[src/design/rws_pkg.sv]
`timescale 1ns / 1ps
`default_nettype none
// ----------------------------------------------------------------------------
// rws_pkg: shared types and constants for the rssi window statistics core
// Level, sum and count types, register indexes and fixed offsets.
// ----------------------------------------------------------------------------
package rws_pkg;

  // signal level in dBm, -138..-11
  typedef logic signed [8:0]  level_t;
  // peak level, floor -127
  typedef logic signed [7:0]  peak_t;
  // running sum of up to 255 levels
  typedef logic signed [16:0] sum_t;
  // sample and hit counts
  typedef logic        [7:0]  count_t;

  // configuration register indexes
  localparam logic REG_WINDOW_LENGTH    = 1'b0;
  localparam logic REG_STRONG_THRESHOLD = 1'b1;

  // reset values of the configuration registers
  localparam count_t WINDOW_LENGTH_RST    = 8'd8;
  localparam level_t STRONG_THRESHOLD_RST = -9'sd90;

  // conversion and window constants
  localparam level_t LEVEL_OFFSET = 9'sd74;
  localparam peak_t  PEAK_FLOOR   = -8'sd127;
  localparam int     MAG_W        = 16;
  localparam int     MAG_STEPS_W  = 4;

endpackage

`default_nettype wire

[src/design/rssi_window_statistics_core.sv]
`timescale 1ns / 1ps
`default_nettype none
// ----------------------------------------------------------------------------
// rssi_window_statistics_core: windowed signal-strength statistics
// Converts radio status samples to dBm and reports peak, lowest, mean and
// hit counts once per window.
// ----------------------------------------------------------------------------
// A sample that does not close the window is folded into the statistics,
// and the block is ready again at once, even while an earlier result still
// waits on the output. The sample that closes the window passes these steps:
// it is folded into the statistics, the restoring divider forms the mean
// one quotient bit per cycle, and the result register is loaded (later if
// the previous result has not yet been taken). The window length register
// reads zero as one. Configuration writes are taken in every cycle.
module rssi_window_statistics_core (
  input  wire                   clk,
  input  wire                   rst_n,
  // sample channel
  input  wire                   in_valid,
  output logic                  in_ready,
  input  wire  [7:0]            in_strength_raw,
  input  wire  [7:0]            in_packet_status,
  input  wire  [7:0]            in_rx_count_raw,
  // result channel
  output logic                  out_valid,
  input  wire                   out_ready,
  output rws_pkg::peak_t        out_peak_level,
  output rws_pkg::level_t       out_lowest_level,
  output rws_pkg::level_t       out_mean_level,
  output rws_pkg::count_t       out_carrier_hits,
  output rws_pkg::count_t       out_buffer_hits,
  output rws_pkg::count_t       out_strong_hits,
  // configuration channel
  input  wire                   cfg_valid,
  output logic                  cfg_ready,
  input  wire                   cfg_index,
  input  wire  [8:0]            cfg_data
);
  import rws_pkg::*;

  localparam logic [1:0] ST_IDLE = 2'd0;
  localparam logic [1:0] ST_DIV  = 2'd1;
  localparam logic [1:0] ST_LOAD = 2'd2;

  // configuration registers
  count_t window_length_r;
  level_t strong_threshold_r;

  // window statistics
  count_t sample_index_r, sample_index_nxt;
  peak_t  running_peak_r, running_peak_nxt;
  level_t running_lowest_r, running_lowest_nxt;
  sum_t   running_sum_r, running_sum_nxt;
  count_t carrier_count_r, carrier_count_nxt;
  count_t buffer_count_r, buffer_count_nxt;
  count_t strong_count_r, strong_count_nxt;

  // sequencer and divider
  logic [1:0]             state_r, state_nxt;
  logic [MAG_STEPS_W-1:0] step_r, step_nxt;
  logic [8:0]             rem_r, rem_nxt;
  logic [MAG_W-1:0]       quo_r, quo_nxt;
  count_t                 divisor_r, divisor_nxt;
  logic                   sum_neg_r, sum_neg_nxt;

  // result register
  logic   out_valid_r, out_valid_nxt;
  peak_t  out_peak_r, out_peak_nxt;
  level_t out_lowest_r, out_lowest_nxt;
  level_t out_mean_r, out_mean_nxt;
  count_t out_carrier_r, out_carrier_nxt;
  count_t out_buffer_r, out_buffer_nxt;
  count_t out_strong_r, out_strong_nxt;

  logic              in_xfer;
  logic              out_xfer;
  logic signed [7:0] raw_s;
  logic signed [7:0] half_s;
  level_t            level;
  count_t            len;
  count_t            taken;
  logic              closes;
  sum_t              sum_abs;
  logic [8:0]        trial;
  logic              trial_ok;
  level_t            quo_level;

  assign in_ready  = (state_r == ST_IDLE);
  assign in_xfer   = in_valid & in_ready;
  assign out_valid = out_valid_r;
  assign out_xfer  = out_valid_r & out_ready;
  assign cfg_ready = 1'b1;

  // level conversion: halve toward zero, then subtract the offset
  assign raw_s  = signed'(in_strength_raw);
  assign half_s = (raw_s + signed'({7'd0, raw_s[7]})) >>> 1;
  assign level  = level_t'(half_s) - LEVEL_OFFSET;

  // window close check
  assign len    = (window_length_r == '0) ? count_t'(1) : window_length_r;
  assign taken  = sample_index_r + count_t'(1);
  assign closes = (taken >= len);

  // divider step on the magnitude of the sum
  assign sum_abs   = running_sum_nxt[16] ? -running_sum_nxt : running_sum_nxt;
  assign trial     = {rem_r[7:0], quo_r[MAG_W-1]} - {1'b0, divisor_r};
  assign trial_ok  = ({rem_r[7:0], quo_r[MAG_W-1]} >= {1'b0, divisor_r});
  assign quo_level = sum_neg_r ? -level_t'(quo_r[8:0]) : level_t'(quo_r[8:0]);

  // statistics update
  always_comb begin
    sample_index_nxt   = sample_index_r;
    running_peak_nxt   = running_peak_r;
    running_lowest_nxt = running_lowest_r;
    running_sum_nxt    = running_sum_r;
    carrier_count_nxt  = carrier_count_r;
    buffer_count_nxt   = buffer_count_r;
    strong_count_nxt   = strong_count_r;
    if (in_xfer) begin
      if (level > level_t'(running_peak_r)) begin
        running_peak_nxt = peak_t'(level);
      end
      if ((sample_index_r == '0) || (level < running_lowest_r)) begin
        running_lowest_nxt = level;
      end
      running_sum_nxt = running_sum_r + sum_t'(level);
      if (in_packet_status[6]) begin
        carrier_count_nxt = carrier_count_r + count_t'(1);
      end
      if (in_rx_count_raw[6:0] != 7'd0) begin
        buffer_count_nxt = buffer_count_r + count_t'(1);
      end
      if (level > strong_threshold_r) begin
        strong_count_nxt = strong_count_r + count_t'(1);
      end
      if (!closes) begin
        sample_index_nxt = taken;
      end
    end else if ((state_r == ST_LOAD) && (!out_valid_r || out_ready)) begin
      sample_index_nxt   = '0;
      running_peak_nxt   = PEAK_FLOOR;
      running_lowest_nxt = '0;
      running_sum_nxt    = '0;
      carrier_count_nxt  = '0;
      buffer_count_nxt   = '0;
      strong_count_nxt   = '0;
    end
  end

  // sequencer, divider and result register
  always_comb begin
    state_nxt       = state_r;
    step_nxt        = step_r;
    rem_nxt         = rem_r;
    quo_nxt         = quo_r;
    divisor_nxt     = divisor_r;
    sum_neg_nxt     = sum_neg_r;
    out_valid_nxt   = out_valid_r & ~out_xfer;
    out_peak_nxt    = out_peak_r;
    out_lowest_nxt  = out_lowest_r;
    out_mean_nxt    = out_mean_r;
    out_carrier_nxt = out_carrier_r;
    out_buffer_nxt  = out_buffer_r;
    out_strong_nxt  = out_strong_r;
    unique case (state_r)
      ST_IDLE: begin
        if (in_xfer && closes) begin
          state_nxt   = ST_DIV;
          step_nxt    = '0;
          rem_nxt     = '0;
          quo_nxt     = sum_abs[MAG_W-1:0];
          divisor_nxt = taken;
          sum_neg_nxt = running_sum_nxt[16];
        end
      end
      ST_DIV: begin
        if (trial_ok) begin
          rem_nxt = trial;
        end else begin
          rem_nxt = {rem_r[7:0], quo_r[MAG_W-1]};
        end
        quo_nxt  = {quo_r[MAG_W-2:0], trial_ok};
        step_nxt = step_r + 1'b1;
        if (step_r == {MAG_STEPS_W{1'b1}}) begin
          state_nxt = ST_LOAD;
        end
      end
      ST_LOAD: begin
        if (!out_valid_r || out_ready) begin
          out_valid_nxt   = 1'b1;
          out_peak_nxt    = running_peak_r;
          out_lowest_nxt  = running_lowest_r;
          out_mean_nxt    = quo_level;
          out_carrier_nxt = carrier_count_r;
          out_buffer_nxt  = buffer_count_r;
          out_strong_nxt  = strong_count_r;
          state_nxt       = ST_IDLE;
        end
      end
      default: begin
        state_nxt = ST_IDLE;
      end
    endcase
  end

  // control and configuration registers
  always_ff @(posedge clk) begin
    if (!rst_n) begin
      state_r            <= ST_IDLE;
      out_valid_r        <= 1'b0;
      window_length_r    <= WINDOW_LENGTH_RST;
      strong_threshold_r <= STRONG_THRESHOLD_RST;
      sample_index_r     <= '0;
      running_peak_r     <= PEAK_FLOOR;
      running_lowest_r   <= '0;
      running_sum_r      <= '0;
      carrier_count_r    <= '0;
      buffer_count_r     <= '0;
      strong_count_r     <= '0;
    end else begin
      state_r          <= state_nxt;
      out_valid_r      <= out_valid_nxt;
      sample_index_r   <= sample_index_nxt;
      running_peak_r   <= running_peak_nxt;
      running_lowest_r <= running_lowest_nxt;
      running_sum_r    <= running_sum_nxt;
      carrier_count_r  <= carrier_count_nxt;
      buffer_count_r   <= buffer_count_nxt;
      strong_count_r   <= strong_count_nxt;
      if (cfg_valid && cfg_ready) begin
        unique case (cfg_index)
          REG_WINDOW_LENGTH:    window_length_r    <= cfg_data[7:0];
          REG_STRONG_THRESHOLD: strong_threshold_r <= signed'(cfg_data);
          default:              ;
        endcase
      end
    end
  end

  // divider and result payload
  always_ff @(posedge clk) begin
    step_r        <= step_nxt;
    rem_r         <= rem_nxt;
    quo_r         <= quo_nxt;
    divisor_r     <= divisor_nxt;
    sum_neg_r     <= sum_neg_nxt;
    out_peak_r    <= out_peak_nxt;
    out_lowest_r  <= out_lowest_nxt;
    out_mean_r    <= out_mean_nxt;
    out_carrier_r <= out_carrier_nxt;
    out_buffer_r  <= out_buffer_nxt;
    out_strong_r  <= out_strong_nxt;
  end

  assign out_peak_level   = out_peak_r;
  assign out_lowest_level = out_lowest_r;
  assign out_mean_level   = out_mean_r;
  assign out_carrier_hits = out_carrier_r;
  assign out_buffer_hits  = out_buffer_r;
  assign out_strong_hits  = out_strong_r;

endmodule

`default_nettype wire
[config.mk]
export PLATFORM = sky130hd
export DESIGN_NAME = rssi_window_statistics_core
export DESIGN_NICKNAME = d
export VERILOG_FILES = /design/src/design/rws_pkg.sv /design/src/design/rssi_window_statistics_core.sv
export SDC_FILE = /design/constraint.sdc
export NUM_CORES = 1
export LEC_CHECK = 0
export BUFFER_PORTS_ARGS = -buffer_cell sky130_fd_sc_hd__buf_2
export CAP_MARGIN = 25
export CORE_MARGIN = 5
export CORE_UTILIZATION = 59
export CTS_CLUSTER_DIAMETER = 60
export DETAILED_ROUTE_END_ITERATION = 10
export PLACE_DENSITY = 0.89
export SLEW_MARGIN = 25
export SYNTH_ARGS = -nofsm -noshare
export SYNTH_HDL_FRONTEND = slang
export SYNTH_SLANG_ARGS = --single-unit
[constraint.sdc]
create_clock -name clk -period 6.3 [get_ports clk]
set_input_delay 1.26 -clock clk [delete_from_list [all_inputs] [get_ports clk]]
set_output_delay 1.26 -clock clk [all_outputs]
set_load 0.02 [all_outputs]
### Word-level counts from Yosys, hierarchy flattened

Cells that the tools add are included.

| storage, ports and cells | value |
|---|---|
| bits in registers | 173 |
| bits of input ports | 39 |
| output and inout port bits | 53 |

| cells by class | value |
|---|---|
| add/sub/neg operators | 11 |
| $lt $le $gt $ge | 5 |
| equality and inequality tests | 12 |
| multiplexer cells | 33 |
| bitwise operators | 5 |
| reductions and logical operators | 23 |

Operators by type and width:

| kind | number |
|---|---|
| two-way mux 8 bit | 15 |
| two-way mux 9 bit | 4 |
| two-way mux 17 bit | 2 |
| adder 8 x 1 -> 8 bit, second input constant | 4 |
| two-way mux 16 bit | 2 |
| case mux 16 bit (2 select lines) | 1 |
| AND reduction 2 bit | 11 |
| adder 17 x 9 -> 17 bit | 1 |
| zero test 8 bit | 2 |
| negation 16 bit | 1 |
| case mux 8 bit (2 select lines) | 1 |
| != test 2 x 1 -> 1 bit, second input constant | 6 |
| greater-or-equal comparator 9 x 8 -> 1 bit | 1 |
| > comparator 9 x 8 -> 1 bit | 1 |
| > comparator 9 bit | 1 |
| < comparator 9 bit | 1 |
| negation 9 bit | 1 |
| subtractor 7 x 8 -> 9 bit, second input constant | 1 |
| adder 8 x 2 -> 8 bit | 1 |
| greater-or-equal comparator 8 bit | 1 |
| case mux 4 bit (2 select lines) | 1 |
| subtractor 8 bit | 1 |
| nonzero test 7 bit | 1 |
| two-way mux 2 bit | 3 |
| other kinds (16) | 25 |

### Logic depth before layout (Yosys ltp)

Gate-level depths: netlist (run 1).

| depth | value |
|---|---|
| depth after elaboration | 9 |
| depth in mapped cells | 18 |

### Worst setup path after synthesis (run 1)

Ideal clock, no wire load.

| timing path | value |
|---|---|
| path kind | in2reg |
| from | input in_strength_raw[7] |
| to | register quo_r[15] (data pin) |
| setup time | 0.266 ns |
| arrival | 5.102 ns |
| data required time | 6.034 ns |
| slack | 0.932 ns |
| stages on the path | 16 |
| buffers on the path | 0 |
| cells stage by stage | and3_1 > xnor2_1 > ha_1 > o21ai_0 > a21oi_1 > nand3b_1 > ha_1 > a21o_1 > nor3_1 > a211oi_1 > nor2_1 > nor4_1 > nand3b_1 > o41ai_1 > xor2_1 > o21ai_1 |

| between the ends | value |
|---|---|
| longest elaborated chain between the ends | 8 |

Ends and longest elaborated chain:

| what | line | source |
|---|---|---|
| start, declared | rssi_window_statistics_core.sv:21 | `input wire [7:0] in_strength_raw,` |
| adder 8 x 2 -> 8 bit * | rssi_window_statistics_core.sv:96 | `assign half_s = (raw_s + signed'({7'd0, raw_s[7]})) >>> 1;` |
| subtractor 7 x 8 -> 9 bit * | rssi_window_statistics_core.sv:97 | `assign level = level_t'(half_s) - LEVEL_OFFSET;` |
| adder 17 x 9 -> 17 bit * | rssi_window_statistics_core.sv:126 | `running_sum_nxt = running_sum_r + sum_t'(level);` |
| two-way mux 17 bit * | rssi_window_statistics_core.sv:119 | `if (in_xfer) begin` |
| negation 16 bit | rssi_window_statistics_core.sv:105 | `assign sum_abs = running_sum_nxt[16] ? -running_sum_nxt : running_sum_nxt;` |
| two-way mux 16 bit * | rssi_window_statistics_core.sv:105 |  |
| two-way mux 16 bit * | rssi_window_statistics_core.sv:167 | `if (in_xfer && closes) begin` |
| case mux 16 bit (2 select lines) * | rssi_window_statistics_core.sv:165 | `unique case (state_r)` |
| named net quo_nxt[15] | rssi_window_statistics_core.sv:62 | `logic [MAG_W-1:0] quo_r, quo_nxt;` |
| end signal, assigned | rssi_window_statistics_core.sv:244 | `quo_r <= quo_nxt;` |
| end, declared | rssi_window_statistics_core.sv:62 |  |

The timed path passes the listed nets; every way through them passes the cells marked *. The select of a mux whose other input is x is not followed.
A chain may end at the register's enable or synchronous reset.

### Final worst setup path (run 1)

Same ends and word-level chain as after synthesis.

==> flow_summary.toml, run 1 <==
[setup_path]
critPathCaptureType = "register"
critPathLaunchType = "input pin"
path_class = "in2reg"
cp.required_ns = 6.46
worstPathMaxFanout = 6
cp.arrival_ns = 5.31

[global_route]
grt_max_degree = 70
grt_overflow_total = 0
grt_usage = 0.220
antenna_found_initial = 0
grt_pass1_wl_mm = 31.7
grt_pass1_vias = 6632

[logic_synthesis]
synth_warnings = 0
synth_cell_types = 70
syn_area_um2 = 8840
synth_edf_count = 87
synthCells = 887
synth_fp_nets = 985
synth_area_per_cell_um2 = 9.96
ys_seq_area_frac = 0.490
synth-seq-cells = 173
postSynth.asyncResetShare = 0
synth_flop_cell = "edfxtp_1"

[cts]
cts_tree = "built"
hold_buffers = 0
cts_buffers = 17
post_cts_resized = 0
clk_pin_slew_ns = 0.07
clock_sinks = 173
cts_setup_buffers = 0
cts_root_buf = "clkbuf_16"
worstSkewPairLatency_ns = 0.44
h-tree-depth = 4
clock_path_buffers = 2

[timing]
rsz0062_at_grt = "false"
min_period_ns = 5.15
worst_slew_pin_slew_ns = 0.930
layout_setup_ws_ns = 1.15
fmax_mhz = 194
tns_ns = 0
hold_viol_final = 0
maxSlewViolCount = 0
period_share = 0.817
slew_headroom = 0.372
finClkSkew_ns = 0.00853
setup_viol = 0

[power_and_ir_drop]
pwr_density_cell_nw_per_um2 = 302
clock_power_share = 0.352
swShare = 0.297
max-vdd-ir-drop_mv = 0.208
seqPwrFrac = 0.429
p_int_w = 0.00215
leakage_nw = 4.11
p_switching_w = 0.000908
combinationalPowerShare = 0.219

[floorplan]
fp.dieArea_um2 = 17500
num_io_pins = 92
fp.dieW_um = 132
initial_core_util = 0.606
rows = 44
die_height_um = 132
fp.coreArea_um2 = 14600

[status]
outcome = "completed"

[layout]
nNetsFinal = 1072
n_fill_cell = 977
diodes = 0
drive_above_1_share = 0.150
finalCoreUtilization = 0.692
area_growth_pct = 14.3
multi_input_area_um2 = 4180
instances_no_fill = 1171
seqCellArea_um2 = 4330

[drt]
drt_wl_total_mm = 19.1
drt_first_pass_iters = 5
num_vias = 6793
drt_first_iter_violations = 475
drc = 0
viasPerCell = 5.80
ant_nets = 0
detail_route.wl_per_cell_um = 16.3

[placement]
place_inst = 1139
gp_congestion = 0.858
place_ws_ns = 0.718
dp_hpwl_mm = 13.1
io_buffers = 82

[worst_hold_path]
hold_path.class = "reg2reg"

[run]
maxCapViolations = 0
kinds of logic (layout without fill, tap and decap cells):
kind of cell               Yosys count  in the layout  share of synthesized area
muxes                               20             20                     0.0236
buffers and inverters               89            189                     0.0392
other                                1              1                   0.000424
DFF                                173            173                      0.490
AOI/OAI and AO/OA                  167            167                      0.124
and+or+nand+nor                    319            319                      0.179
xor gates and xnor gates            59             59                     0.0585
adders and majority gates           59             59                     0.0852
through the flow:
step                power (W)  instance area (um2)  hold slack, ns
floorplan             0.00183                 8840           0.408
global placement      0.00195                 9480           0.412
detailed placement    0.00199                 9490           0.422
CTS                   0.00306                10100           0.442
global route          0.00320                10100           0.455
finish                0.00305                10100           0.442
state kept, by name, indices dropped and copies added, names as in the netlist, 9 cells and up:
name and count:
out_lowest_level 9, quo_r 16, strong_threshold_r 9, running_lowest_r 9, out_mean_level 9, running_sum_r 17
power groups by stage:
stage | logic [W] | clock network [W] | registers (W)
6_report | 0.000668 | 0.00107 | 0.00131
5_1_grt | 0.000744 | 0.00114 | 0.00132
4_1_cts | 0.000664 | 0.00108 | 0.00131
3_5_place_dp | 0.000652 | 0 | 0.00133
3_3_place_gp | 0.000621 | 0 | 0.00133
2_1_floorplan | 0.000507 | 0 | 0.00132
per-layer routing:
layer / up-vias / global-route usage / part of all wire
li1: 3321 / - / -
met1: 3202 / 0.256 / 0.40
met2: 215 / 0.386 / 0.52
met3: 55 / 0.0424 / 0.051
met4: 0 / 0.106 / 0.032
met5: - / 0 / 0
critical path, cell delays in order:
cell	delay [ns]
buf_2	0.11
and3_1	0.24
nand2_1	0.08
xor2_1	0.14
ha_1	0.23
o21ai_0	0.15
a21oi_1	0.12
xor2_1	0.15
buf_4	0.18
ha_1	0.38
o21a_1	0.17
nand3_1	0.09
o21ai_0	0.54
nor2b_1	0.12
nor4_1	0.47
nand3b_1	0.17
o41ai_1	0.45
xor2_1	0.18
o21ai_1	0.07
placed cells by master, fill, tap and decap left out, types with 6 or more instances in the layout:
cell	n
o21a_1	7
nand4_1	9
ha_1	57
o31ai_1	7
and3_1	10
xnor2_1	29
nand2b_1	14
buf_4	15
buf_2	82
o211ai_1	7
o21ai_0	49
and2_1	19
mux2i_1	16
nor3_1	16
edfxtp_1	87
nand2_1	100
clkbuf_16	17
nor2_1	58
a21boi_0	20
a21o_1	8
xor2_1	30
nand3_1	36
nor4_1	6
inv_1	58
dfxtp_1	86
nand3b_1	7
nor2b_1	20
a21oi_1	23
area by class of cell:
cell class / count / area share
Clock buffer: 17 / 0.0421
Clock inverter: 15 / 0.0178
Inverter: 60 / 0.0223
Multi-Input combinational cell: 625 / 0.414
Sequential cell: 173 / 0.429
Tap cell: 184 / 0.0228
Timing Repair Buffer: 97 / 0.0518
cells in the mapped netlist, drive strengths merged (3+ instances only):
master  count  area (um2)
a211oi      5        37.5
a21boi     21         158
a21o        8        60.1
a21oi      23         115
a22oi       4        30.0
a31oi       4        25.0
and2       19         119
and3       10        62.6
and4        3        26.3
buf         6        35.0
clkbuf     23        86.3
dfxtp      86        1720
edfxtp     87        2610
ha         57         713
inv        60         225
mux2        4        48.8
mux2i      16         160
nand2     100         375
nand2b     14        87.6
nand3      36         180
nand3b      7        52.6
nand4       9        56.3
nor2       58         218
nor2b      21         131
nor3       17        90.1
nor4        6        37.5
o211ai      7        52.6
o21a        7        52.6
o21ai      56         284
o22ai       3        18.8
o31ai       8        65.1
o41ai       5        51.3
or2         3        18.8
or3         5        31.3
or4         3        26.3
xnor2      29         254
xor2       30         263
worst paths after layout:
path                                     to  slack [ns]  cells after the start                              from
min reg2reg   out_lowest_level[4]$_DFFE_PP_        0.44                      0  running_lowest_r[4]$_SDFFE_PN0P_
min           out_lowest_level[4]$_DFFE_PP_        0.44                      0  running_lowest_r[4]$_SDFFE_PN0P_
max reg2reg  sample_index_r[7]$_SDFFE_PN0P_        2.38                     12    sample_index_r[0]$_SDFFE_PN0P_
max                     quo_r[15]$_DFFE_PP_        1.15                     19                in_strength_raw[7]
Power figures use the tool's default switching activity.
==> inputs of run 2 (changes only) <==
--- a/config.mk
+++ b/config.mk
@@ -8,10 +8,10 @@
 export BUFFER_PORTS_ARGS = -buffer_cell sky130_fd_sc_hd__buf_2
 export CAP_MARGIN = 25
 export CORE_MARGIN = 5
-export CORE_UTILIZATION = 59
+export CORE_UTILIZATION = 54
 export CTS_CLUSTER_DIAMETER = 60
 export DETAILED_ROUTE_END_ITERATION = 10
-export PLACE_DENSITY = 0.89
+export PLACE_DENSITY = 0.86
 export SLEW_MARGIN = 25
 export SYNTH_ARGS = -nofsm -noshare
 export SYNTH_HDL_FRONTEND = slang
==> constraint.sdc (replaced) <==
create_clock -name clk -period 4.69 [get_ports clk]
set_input_delay 0.938 -clock clk [delete_from_list [all_inputs] [get_ports clk]]
set_output_delay 0.938 -clock clk [all_outputs]
set_load 0.02 [all_outputs]
==> flow_summary.toml, run 2 (same netlist as run 1, synthesis figures left out) <==
[status]
outcome = "completed"

[power_and_ir_drop]
leakage_nw = 4.31
max-vdd-ir-drop_mv = 0.265
pwr_density_cell_nw_per_um2 = 407

[layout]
area_growth_pct = 18.6
final_cell_mix = "100 x nand2_1, 87 x edfxtp_1, 86 x dfxtp_1"
final_common_cell = "nand2_1"
finalCoreUtilization = 0.658
largestRegisters = "running_sum_r: 17 flops, quo_r: 16 flops"
diodes = 0
nNetsFinal = 1107
largest_reg_flops = 17
seqCellArea_um2 = 4330
n_fill_cell = 1208
drive_above_1_share = 0.191
top_register = "running_sum_r"
multi_input_area_um2 = 4250

[floorplan]
rows = 46
die_height_um = 138
fp.coreArea_um2 = 15900
fp.dieW_um = 138
fp.dieArea_um2 = 19000
num_io_pins = 92
initial_core_util = 0.554

[setup_path]
timing.rr.start = "sample_index_r[0]$_SDFFE_PN0P_"
cp.required_ns = 4.86
cpMaxStageDelayCell = "o41ai_1"
r2r_setup_slack_ns = 1.05
cpPeakStageDelay_ns = 0.43
reg2reg_depth = 12
worstPathMaxFanout = 4
r2r_end = "sample_index_r[3]$_SDFFE_PN0P_"
cp.arrival_ns = 4.58
crit_chain = "buf_2, and3_2, nand2_1, xor2_1, ha_2, o21ai_0, a21oi_1, nand3b_1, ha_1, buf_4, o21a_1, o311a_1, a32o_1, nor4_2, nand3b_1, o41ai_1, xor2_1, o21ai_1"
path_class = "in2reg"
critPathLaunchType = "input pin"
critPathCaptureType = "register"

[global_route]
grt_pass1_vias = 6714
antenna_found_initial = 0
grt_pass1_wl_mm = 31.5
grt_max_degree = 40
grt_usage = 0.208
grt_overflow_total = 0

[timing]
min_period_ns = 4.41
hold_viol_final = 0
maxSlewViolCount = 0
tns_ns = 0
finClkSkew_ns = 0.0112
period_share = 0.940
setup_viol = 0
layout_setup_ws_ns = 0.281
fmax_mhz = 227
slew_headroom = 0.421
worst_slew_pin_slew_ns = 0.866
rsz0062_at_grt = "false"

[placement]
io_buffers = 82
gp_congestion = 0.849
place_ws_ns = -0.267
dp_hpwl_mm = 13.6

[worst_hold_path]
hold_path.class = "reg2reg"
min_path_cells = 0
hold_path.startpoint = "running_lowest_r[1]$_SDFFE_PN0P_"
hold_end = "out_lowest_level[1]$_DFFE_PP_"

[drt]
num_vias = 6942
drc = 0
drt_first_iter_violations = 601
viasPerCell = 5.61
drt_first_pass_iters = 5
drt_wl_total_mm = 19.2
ant_nets = 0
detail_route.wl_per_cell_um = 15.5

[run]
maxCapViolations = 0

[cts]
cts_root_buf = "clkbuf_16"
post_cts_resized = 0
cts_buffers = 17
clock_sinks = 173
clock_path_buffers = 2
clk_pin_slew_ns = 0.07
cts_setup_buffers = 0
hold_buffers = 0
worstSkewPairLatency_ns = 0.44
cts_tree = "built"
h-tree-depth = 4
[run 2: worst max-delay path: cells and delay by family]
| kind | cells | cell delay [ns] |
|---|---|---|
| compound gates | 7 | 1.42 |
| simple gates | 5 | 1.00 |
| fa+ha+maj | 2 | 0.55 |
| xor+xnor | 2 | 0.38 |
| buf+inv | 2 | 0.25 |
[run 2: worst max-delay path by stage]
stage                            start             endpoint  slack [ns]  cells past startpoint
finish              in_strength_raw[7]  quo_r[15]$_DFFE_PP_        0.28                     18
detailed placement  in_strength_raw[7]  quo_r[15]$_DFFE_PP_       -0.27                     18
floorplan           in_strength_raw[7]  quo_r[11]$_DFFE_PP_        0.02                     14
global route        in_strength_raw[7]  quo_r[15]$_DFFE_PP_        0.02                     18
global placement    in_strength_raw[7]  quo_r[15]$_DFFE_PP_       -0.12                     19
CTS                 in_strength_raw[7]  quo_r[15]$_DFFE_PP_        0.16                     18
[run 2: area by class of cell]
type | instances | area share
clock buffer | 17 | 0.0406
clock inverter | 15 | 0.0180
inverter | 60 | 0.0215
multi-input combinational | 625 | 0.406
sequential | 173 | 0.413
tap | 216 | 0.0258
timing repair buffer | 132 | 0.0750
[run 2: layer usage]
metal	track usage	share of wire	vias to the layer above	wire, um
li1	-	-	3395	-
met4	0.0790	0.022	0	423
met1	0.259	0.42	3257	7970
met5	0	0	-	0
met3	0.0519	0.073	49	1400
met2	0.350	0.49	241	9410
[run 2: metrics by stage]
stage | hold WS, ns | area (um2) | cells | power (W)
2_1_floorplan | 0.408 | 8880 | 887 | 0.00247
3_3_place_gp | 0.414 | 9840 | 1206 | 0.00276
3_5_place_dp | 0.418 | 9850 | 1206 | 0.00280
4_1_cts | 0.435 | 10500 | 1238 | 0.00427
5_1_grt | 0.440 | 10500 | 1238 | 0.00447
6_report | 0.435 | 10500 | 1238 | 0.00427
[run 2: power by group]
part,internal (W),switching [W]
logic,0.000483,0.000551
clock network,0.000816,0.000655
registers,0.00170,0.0000634
total,0.00300,0.00127
